## src/hdl/assert_macros.svh

```systemverilog
// Assertion macros shared by the RTL.
// Simulation gets the checks; synthesis gets empty bodies.
`ifndef ASSERT_MACROS_SVH
`define ASSERT_MACROS_SVH
`ifndef SYNTHESIS
// prop must hold at every clock edge outside reset
`define ASSERT_AT(lbl, clk, rstn, prop) \
    lbl: assert property (@(posedge clk) disable iff (!rstn) (prop)) \
        else $error("assertion failed");
// cond must never be true outside reset
`define ASSERT_NEVER(lbl, clk, rstn, cond) \
    lbl: assert property (@(posedge clk) disable iff (!rstn) !(cond)) \
        else $error("forbidden condition seen");
`else
`define ASSERT_AT(lbl, clk, rstn, prop)
`define ASSERT_NEVER(lbl, clk, rstn, cond)
`endif
`endif

```

## src/hdl/rpkl_pkg.sv

```systemverilog
`timescale 1ns / 1ps
package rpkl_pkg;

    localparam int BYTE_W      = 8;
    localparam int OFFSET_W    = 6;
    localparam int ROW_W       = 3;
    localparam int DIGIT_W     = 3;

    // default number of reads a latched key is kept for
    localparam int HOLD_READS_DEF = 8;

    // bus access kind
    localparam logic OP_READ  = 1'b0;
    localparam logic OP_WRITE = 1'b1;

    // register offsets in the I/O window
    localparam logic [OFFSET_W-1:0] OFF_A_DATA = 6'd0;
    localparam logic [OFFSET_W-1:0] OFF_A_DIR  = 6'd1;
    localparam logic [OFFSET_W-1:0] OFF_B_DATA = 6'd2;
    localparam logic [OFFSET_W-1:0] OFF_B_DIR  = 6'd3;

    // keypad rows selected by port B bits 2:0
    localparam logic [ROW_W-1:0] ROW_FIRST  = 3'd1;
    localparam logic [ROW_W-1:0] ROW_SECOND = 3'd3;
    localparam logic [ROW_W-1:0] ROW_THIRD  = 3'd5;
    localparam logic [ROW_W-1:0] ROW_MODE   = 3'd7;

    // first key code of each keypad row
    localparam logic [BYTE_W-1:0] BASE_FIRST  = 8'd0;
    localparam logic [BYTE_W-1:0] BASE_SECOND = 8'd7;
    localparam logic [BYTE_W-1:0] BASE_THIRD  = 8'd14;

    localparam logic [BYTE_W-1:0] KEY_NONE     = 8'hFF;
    localparam logic [BYTE_W-1:0] ALL_ONES     = 8'hFF;
    localparam logic [BYTE_W-1:0] SERIAL_SENSE = 8'hFE;
    localparam logic [BYTE_W-1:0] COL_TOP      = 8'h40;
    localparam logic [BYTE_W-1:0] MAX_SHIFT    = 8'd6;
    localparam logic [BYTE_W-1:0] DIGIT_BIAS   = 8'd9;

    localparam logic MODE_KEYPAD = 1'b1;

endpackage

```

## src/hdl/rpkl_key_decode.sv

```systemverilog
`timescale 1ns / 1ps
// Keypad column pattern for a port A read, masked to the input pins.
module rpkl_key_decode (
    input  logic [rpkl_pkg::BYTE_W-1:0] i_key,
    input  logic [rpkl_pkg::ROW_W-1:0]  i_row,
    input  logic                        i_mode,
    input  logic [rpkl_pkg::BYTE_W-1:0] i_a_dir,
    output logic [rpkl_pkg::BYTE_W-1:0] o_data
);
    import rpkl_pkg::*;

    logic [BYTE_W-1:0] base;
    logic              keyed_row;
    logic [BYTE_W-1:0] shift;
    logic [BYTE_W-1:0] raw;

    always_comb begin
        base      = BASE_FIRST;
        keyed_row = 1'b0;
        case (i_row)
            ROW_FIRST: begin
                base      = BASE_FIRST;
                keyed_row = 1'b1;
            end
            ROW_SECOND: begin
                base      = BASE_SECOND;
                keyed_row = 1'b1;
            end
            ROW_THIRD: begin
                base      = BASE_THIRD;
                keyed_row = 1'b1;
            end
            default: begin
                base      = BASE_FIRST;
                keyed_row = 1'b0;
            end
        endcase

        shift = i_key - base;

        if (keyed_row) begin
            // key outside this row reads as no column pulled low
            if (i_key < base || shift > MAX_SHIFT) begin
                raw = ALL_ONES;
            end else begin
                raw = ~(COL_TOP >> shift[2:0]);
            end
        end else if (i_row == ROW_MODE) begin
            raw = (i_mode == MODE_KEYPAD) ? ALL_ONES : SERIAL_SENSE;
        end else begin
            raw = ALL_ONES;
        end

        o_data = raw & ~i_a_dir;
    end

endmodule

```

## src/hdl/riot_port_keypad_led_io_unit.sv

```systemverilog
`timescale 1ns / 1ps
// Two 8-bit RIOT-style I/O ports with keypad scan and LED display hookup.
// Input channel (i_in_valid / o_in_stall): one bus access word per accept,
//   carrying op, reg_offset, write_data and the host key code.
// Output channel (o_out_valid / i_out_stall): one result word per access,
//   with read data, display update info and the key release flag.
// Config: i_cfg_we writes i_cfg_wdata into the keypad/LED mode bit; write it
//   only while no access is in flight (the block does not enforce this).
// An accepted access passes the input register, then the result register,
//   before its result is valid. Throughput: one access per cycle while the
//   receiver does not stall a full result register; the only path is the
//   register mux, the key hold counter and the row decoder.
// Stall: while the receiver stalls a full result register, the input
//   register holds its word and o_in_stall rises, so nothing is dropped.
//   The result register still frees in the same cycle it is taken.
// Reset (synchronous, active low): ports A/B data and B direction clear,
//   A direction goes to all outputs, key hold idle, mode = keypad/LED.
//   Both pipeline registers empty; no clearing pass is needed.
`include "assert_macros.svh"
module riot_port_keypad_led_io_unit #(
    parameter int HOLD_READS = rpkl_pkg::HOLD_READS_DEF
) (
    input  logic                           i_clk,
    input  logic                           i_rst_n,
    input  logic                           i_cfg_we,
    input  logic                           i_cfg_wdata,
    input  logic                           i_in_valid,
    output logic                           o_in_stall,
    input  logic                           i_op,
    input  logic [rpkl_pkg::OFFSET_W-1:0]  i_reg_offset,
    input  logic [rpkl_pkg::BYTE_W-1:0]    i_write_data,
    input  logic [rpkl_pkg::BYTE_W-1:0]    i_key_code,
    output logic                           o_out_valid,
    input  logic                           i_out_stall,
    output logic [rpkl_pkg::BYTE_W-1:0]    o_read_data,
    output logic                           o_display_update,
    output logic [rpkl_pkg::DIGIT_W-1:0]   o_digit_index,
    output logic [rpkl_pkg::BYTE_W-1:0]    o_segment_bits,
    output logic [rpkl_pkg::BYTE_W-1:0]    o_port_b_value,
    output logic                           o_key_release
);
    import rpkl_pkg::*;

    localparam int CNT_W = $clog2(HOLD_READS + 1);
    localparam logic [CNT_W-1:0] HOLD_INIT = CNT_W'(HOLD_READS);

    // handshake
    logic out_free;
    logic s1_fire;
    logic in_fire;

    // input register
    logic                r_s1_valid;
    logic                r_op;
    logic [OFFSET_W-1:0] r_offset;
    logic [BYTE_W-1:0]   r_wdata;
    logic [BYTE_W-1:0]   r_key_code;

    // port and key hold state
    logic              r_mode;
    logic [BYTE_W-1:0] r_a_data, n_a_data;
    logic [BYTE_W-1:0] r_a_dir,  n_a_dir;
    logic [BYTE_W-1:0] r_b_data, n_b_data;
    logic [BYTE_W-1:0] r_b_dir,  n_b_dir;
    logic              r_holding, n_holding;
    logic [CNT_W-1:0]  r_hold_cnt, n_hold_cnt;
    logic [BYTE_W-1:0] r_held_key, n_held_key;

    // result register
    logic               r_out_valid;
    logic [BYTE_W-1:0]  r_read_data,  n_read_data;
    logic               r_upd,        n_upd;
    logic [DIGIT_W-1:0] r_digit,      n_digit;
    logic [BYTE_W-1:0]  r_seg,        n_seg;
    logic [BYTE_W-1:0]  r_pb,         n_pb;
    logic               r_rel,        n_rel;

    logic [BYTE_W-1:0] key_used;
    logic [BYTE_W-1:0] keypad_data;
    logic [BYTE_W-1:0] digit_diff;

    assign out_free   = !r_out_valid || !i_out_stall;
    assign s1_fire    = r_s1_valid && out_free;
    assign o_in_stall = r_s1_valid && !out_free;
    assign in_fire    = i_in_valid && !o_in_stall;

    rpkl_key_decode u_key_decode (
        .i_key   (key_used),
        .i_row   (r_b_data[ROW_W-1:0]),
        .i_mode  (r_mode),
        .i_a_dir (r_a_dir),
        .o_data  (keypad_data)
    );

    always_comb begin
        n_a_data    = r_a_data;
        n_a_dir     = r_a_dir;
        n_b_data    = r_b_data;
        n_b_dir     = r_b_dir;
        n_holding   = r_holding;
        n_hold_cnt  = r_hold_cnt;
        n_held_key  = r_held_key;
        n_read_data = '0;
        n_upd       = 1'b0;
        n_digit     = '0;
        n_seg       = '0;
        n_pb        = '0;
        n_rel       = 1'b0;
        key_used    = r_key_code;
        digit_diff  = '0;

        if (r_op == OP_WRITE) begin
            n_upd = 1'b1;
            case (r_offset)
                OFF_A_DATA: n_a_data = r_wdata;
                OFF_A_DIR:  n_a_dir  = r_wdata;
                OFF_B_DATA: n_b_data = r_wdata & r_b_dir;
                OFF_B_DIR:  n_b_dir  = r_wdata;
                default:    n_upd    = 1'b0;
            endcase
            if (n_upd) begin
                // digit select is ((B - 9) >> 1) & 7, wrapping at 8 bits
                digit_diff = n_b_data - DIGIT_BIAS;
                n_digit    = digit_diff[DIGIT_W:1];
                n_seg      = n_a_data & n_a_dir;
                n_pb       = n_b_data;
            end
        end else begin
            // every read steps the key hold
            if (r_holding) begin
                key_used   = r_held_key;
                n_hold_cnt = r_hold_cnt - 1'b1;
                if (n_hold_cnt == '0) begin
                    n_holding = 1'b0;
                    n_rel     = 1'b1;
                end
            end else begin
                key_used   = r_key_code;
                n_held_key = r_key_code;
                if (r_key_code != KEY_NONE) begin
                    n_holding  = 1'b1;
                    n_hold_cnt = HOLD_INIT;
                end
            end
            case (r_offset)
                OFF_A_DATA: n_read_data = keypad_data;
                OFF_A_DIR:  n_read_data = r_a_dir;
                OFF_B_DATA: n_read_data = r_b_data & ~r_b_dir;
                OFF_B_DIR:  n_read_data = r_b_dir;
                default:    n_read_data = ALL_ONES;
            endcase
        end
    end

    always_ff @(posedge i_clk) begin
        if (!i_rst_n) begin
            r_s1_valid  <= 1'b0;
            r_out_valid <= 1'b0;
            r_mode      <= MODE_KEYPAD;
            r_a_data    <= '0;
            r_a_dir     <= ALL_ONES;
            r_b_data    <= '0;
            r_b_dir     <= '0;
            r_holding   <= 1'b0;
            r_hold_cnt  <= '0;
            r_held_key  <= '0;
        end else begin
            if (i_cfg_we) begin
                r_mode <= i_cfg_wdata;
            end

            if (in_fire) begin
                r_s1_valid <= 1'b1;
            end else if (s1_fire) begin
                r_s1_valid <= 1'b0;
            end

            if (s1_fire) begin
                r_out_valid <= 1'b1;
                r_a_data    <= n_a_data;
                r_a_dir     <= n_a_dir;
                r_b_data    <= n_b_data;
                r_b_dir     <= n_b_dir;
                r_holding   <= n_holding;
                r_hold_cnt  <= n_hold_cnt;
                r_held_key  <= n_held_key;
            end else if (!i_out_stall) begin
                r_out_valid <= 1'b0;
            end
        end
    end

    // payload registers, no reset
    always_ff @(posedge i_clk) begin
        if (in_fire) begin
            r_op       <= i_op;
            r_offset   <= i_reg_offset;
            r_wdata    <= i_write_data;
            r_key_code <= i_key_code;
        end
        if (s1_fire) begin
            r_read_data <= n_read_data;
            r_upd       <= n_upd;
            r_digit     <= n_digit;
            r_seg       <= n_seg;
            r_pb        <= n_pb;
            r_rel       <= n_rel;
        end
    end

    assign o_out_valid      = r_out_valid;
    assign o_read_data      = r_read_data;
    assign o_display_update = r_upd;
    assign o_digit_index    = r_digit;
    assign o_segment_bits   = r_seg;
    assign o_port_b_value   = r_pb;
    assign o_key_release    = r_rel;

    `ASSERT_AT(a_hold_cnt_live, i_clk, i_rst_n, r_holding |-> (r_hold_cnt != '0))
    `ASSERT_AT(a_idle_cnt_zero, i_clk, i_rst_n, !r_holding |-> (r_hold_cnt == '0))
    `ASSERT_AT(a_release_ends_hold, i_clk, i_rst_n,
               (o_out_valid && o_key_release) |-> !r_holding)
    `ASSERT_NEVER(a_update_is_write, i_clk, i_rst_n,
                  o_out_valid && o_display_update && (o_read_data != '0 || o_key_release))
    `ASSERT_NEVER(a_stall_needs_word, i_clk, i_rst_n, o_in_stall && !r_s1_valid)

endmodule
```

## config.mk

```make
export PLATFORM = sky130hd
export DESIGN_NAME = riot_port_keypad_led_io_unit
export DESIGN_NICKNAME = d
export VERILOG_FILES = /design/src/hdl/rpkl_pkg.sv /design/src/hdl/rpkl_key_decode.sv /design/src/hdl/riot_port_keypad_led_io_unit.sv
export VERILOG_INCLUDE_DIRS = /design/src /design/src/hdl
export SDC_FILE = /design/constraint.sdc
export NUM_CORES = 1
export LEC_CHECK = 0
export BUFFER_PORTS_ARGS = -buffer_cell sky130_fd_sc_hd__buf_2
export CORE_MARGIN = 5
export CORE_UTILIZATION = 50
export CTS_CLUSTER_SIZE = 25
export DETAILED_ROUTE_END_ITERATION = 6
export PLACE_DENSITY_LB_ADDON = 0.2
export SYNTH_ARGS = -nofsm -noshare
export SYNTH_HDL_FRONTEND = slang
export SYNTH_SLANG_ARGS = --single-unit
```

## constraint.sdc

```tcl
create_clock -name i_clk -period 5.5 [get_ports i_clk]
set_clock_uncertainty 0.2 [all_clocks]
set_input_delay 0.275 -clock i_clk [delete_from_list [all_inputs] [get_ports i_clk]]
set_output_delay 0.275 -clock i_clk [all_outputs]
set_load 0.01 [all_outputs]
```

==> results.yml <==
run_status:
  status: "finished, violations left"
  violations: "DRC"
timing:
  rsz0062_at_grt: "false"
  clock.fmax_mhz: 288
  whs_ps: 12.3
  hold_viol: 0
  tightest_slew_ps: 1140
  tns_ps: 0
  final.min_clock_period_ps: 3470
  period_share: 0.632
  layout_setup_ws_ps: 2030
  maxSlewViolCount: 0
  setup_violations: 0
  relSlewSlack: 0.235
routing:
  wire_per_inst_um: 16.1
  drt_first_pass_iters: 7
  wirelength_um: 10600
  vias_per_cell: 5.51
  detail-route-antenna-nets: 0
  vias: 3615
  drt_iter0_drc: 351
  drc: 1
synthesis:
  async_flop_share: 0
  synthFlopType: "edfxtp_1"
  ys.warnings.count: 0
  syn-cell-area_um2: 4720
  synth_cells: 443
  synth_nets: 480
  synth_edf_count: 52
  ys_seq_area_frac: 0.534
  avgSynthCellArea_um2: 10.7
  netlist-cell-type-count: 56
  synth_seq_cells: 100
clock_tree:
  cts_max_level: 3
  clock-sinks: 100
  cts_tree: "built"
  numCtsBuffers: 9
  root_buffer: "clkbuf_8"
  clock_path_buffers: 2
  cts.reportedPaths.clkPinSlew_ps: 90
  worstSkewPairLatency_ps: 360
grt:
  antenna_found_initial: 0
  gr-total-overflow: 0
  grt_max_degree: 40
  grt_pass1_vias: 3530
  grt_pass1_wl_um: 17800
  track_usage: 0.196
finish:
  syn2layout_area_growth_pct: 18.1
  antennaDiodeCount: 0
  layout.nets: 559
  final_cells: 656
  layout-drive-gt1-share: 0.190
placed_design:
  gp_congestion: 0.895
  dp_slack_ps: 2050
  portBuffers: 59
  hpwl_um: 7200
  dp.cells: 612
floorplan:
  core_um2: 9240
  ios: 60
  fp.dieH_um: 107
  dieArea_um2: 11500
  fp.dieW_um: 107
  initial_core_util: 0.511
  num_rows: 35
pwr:
  p_leak_nw: 2.16
  ir_worst_vdd_mv: 0.156
  powerDensity_nw_per_um2: 248
flow_run:
  drv_cap: 0
critical_path:
  crit_required_ps: 5380
  reg2regPathDepth: 9
  worstSetupPathType: "reg2reg"
  startpoint_type: "register"
  crit_path_end_kind: "register"
  critical_path.max_fanout: 16
  crit_arrival_ps: 3360
min_path:
  hold_path_depth: 3
  hold_path_class: "in2reg"
-- cell usage after synthesis, types with 2 or more instances --
library cell | instances | area [µm²]
clkbuf_1 | 15 | 56.3
o211a_1 | 3 | 30.0
nand3_1 | 15 | 75.1
nand2b_1 | 4 | 25.0
xor2_1 | 8 | 70.1
dfxtp_1 | 48 | 961
o21ai_0 | 13 | 65.1
edfxtp_1 | 52 | 1560
a32oi_1 | 5 | 43.8
buf_1 | 3 | 11.3
nor2b_1 | 5 | 31.3
nand2_1 | 43 | 161
a21oi_1 | 29 | 145
and2_1 | 5 | 31.3
and3_1 | 4 | 25.0
a21boi_0 | 7 | 52.6
a31oi_1 | 5 | 31.3
buf_4 | 4 | 30.0
nor3b_1 | 3 | 22.5
mux2i_1 | 35 | 350
a211oi_1 | 3 | 22.5
nor2_1 | 58 | 218
nor3_1 | 6 | 30.0
a22o_1 | 5 | 43.8
nor4_1 | 2 | 12.5
nand3b_1 | 3 | 22.5
a22oi_1 | 2 | 15.0
ha_1 | 7 | 87.6
nand4_1 | 3 | 18.8
o21bai_1 | 5 | 37.5
mux2_2 | 6 | 67.6
xnor2_1 | 5 | 43.8
nand3_2 | 2 | 20.0
a221oi_1 | 2 | 17.5
inv_1 | 7 | 26.3
-- critical path: stages, from the launching register on --
cell	delay (ps)
edfxtp_1	690
nand2b_1	330
mux2i_1	240
ha_1	180
inv_1	50
fa_1	400
xnor2_1	340
o211ai_1	270
a2111oi_4	350
a311oi_2	130
-- cell usage in the layout, fill, tap and decap left out, drive strengths merged, types with 13 or more instances in the layout --
cell type    instances
a21oi               29
buf                 63
dfxtp               48
dlygate4sd3         28
edfxtp              52
mux2i               36
nand2               43
nand3               17
nor2                60
o21ai               13
-- cells by family (layout without fill, tap and decap cells) --
group | after synthesis | count (layout) | share of synthesized area
mux | 42 | 42 | 0.0914
simple gates | 162 | 162 | 0.172
fa+ha+maj | 8 | 8 | 0.0228
xor+xnor | 13 | 13 | 0.0241
compound gates | 88 | 88 | 0.129
flops | 100 | 100 | 0.534
buf+inv | 30 | 114 | 0.0273
-- registers in the layout, summed over array words and instances (netlist names) --
register,cells
o_port_b_value,8
o_read_data,8
o_segment_bits,8
r_a_data,8
r_a_dir,8
r_b_data,8
r_b_dir,8
r_held_key,8
r_key_code,8
r_wdata,8
r_offset,6
r_hold_cnt,4
o_digit_index,3
o_display_update,1
o_key_release,1
o_out_valid,1
r_holding,1
r_mode,1
r_op,1
r_s1_valid,1
-- metrics by stage --
step,area (µm²),power [mW],utilization
finish,5580,1.39,0.604
global route,5580,1.44,0.604
CTS,5580,1.39,0.604
detailed placement,5120,0.959,0.554
global placement,5120,0.956,0.554
floorplan,4720,0.918,-
-- final timing paths --
kind,from,end,slack (ps)
worst min-delay path,i_out_stall,o_out_valid,10
worst max-delay path,r_op,o_read_data[4],2030
worst min register to register,r_b_data[5],r_b_data[5],280
worst max register to register,r_op,o_read_data[4],2030
-- what timing repair did --
action,4_1_cts,5_1_grt
hold buffers,28,0
endpoints found under the hold margin,33,0
resized for setup,0,0
buffers inserted,0,0
-- power breakdown --
| part | total, mW | switching [mW] | internal [mW] | leakage, nW |
|---|---|---|---|---|
| clock | 0.428 | 0.250 | 0.178 | 0.0820 |
| combinational | 0.124 | 0.0666 | 0.0579 | 1.19 |
| sequential | 0.834 | 0.0242 | 0.809 | 0.891 |
| total | 1.39 | 0.341 | 1.05 | 2.16 |
-- final cells by class --
| type | instances | area, µm² |
|---|---|---|
| Timing Repair Buffer | 91 | 606 |
| Sequential cell | 100 | 2520 |
| Inverter | 7 | 26.3 |
| Fill cell | 772 | 3660 |
| Clock buffer | 11 | 141 |
| Tap cell | 129 | 161 |
| Clock inverter | 5 | 36.3 |
| Multi-Input combinational cell | 313 | 2090 |
-- per-layer routing --
metal  vias up  share of wire  track usage
li1       1768              -            -
met1      1727           0.46        0.272
met2       106           0.46        0.315
met3        14          0.062       0.0337
met4         0          0.014       0.0557
met5         -              0            0
(Power assumes the default switching activity.)
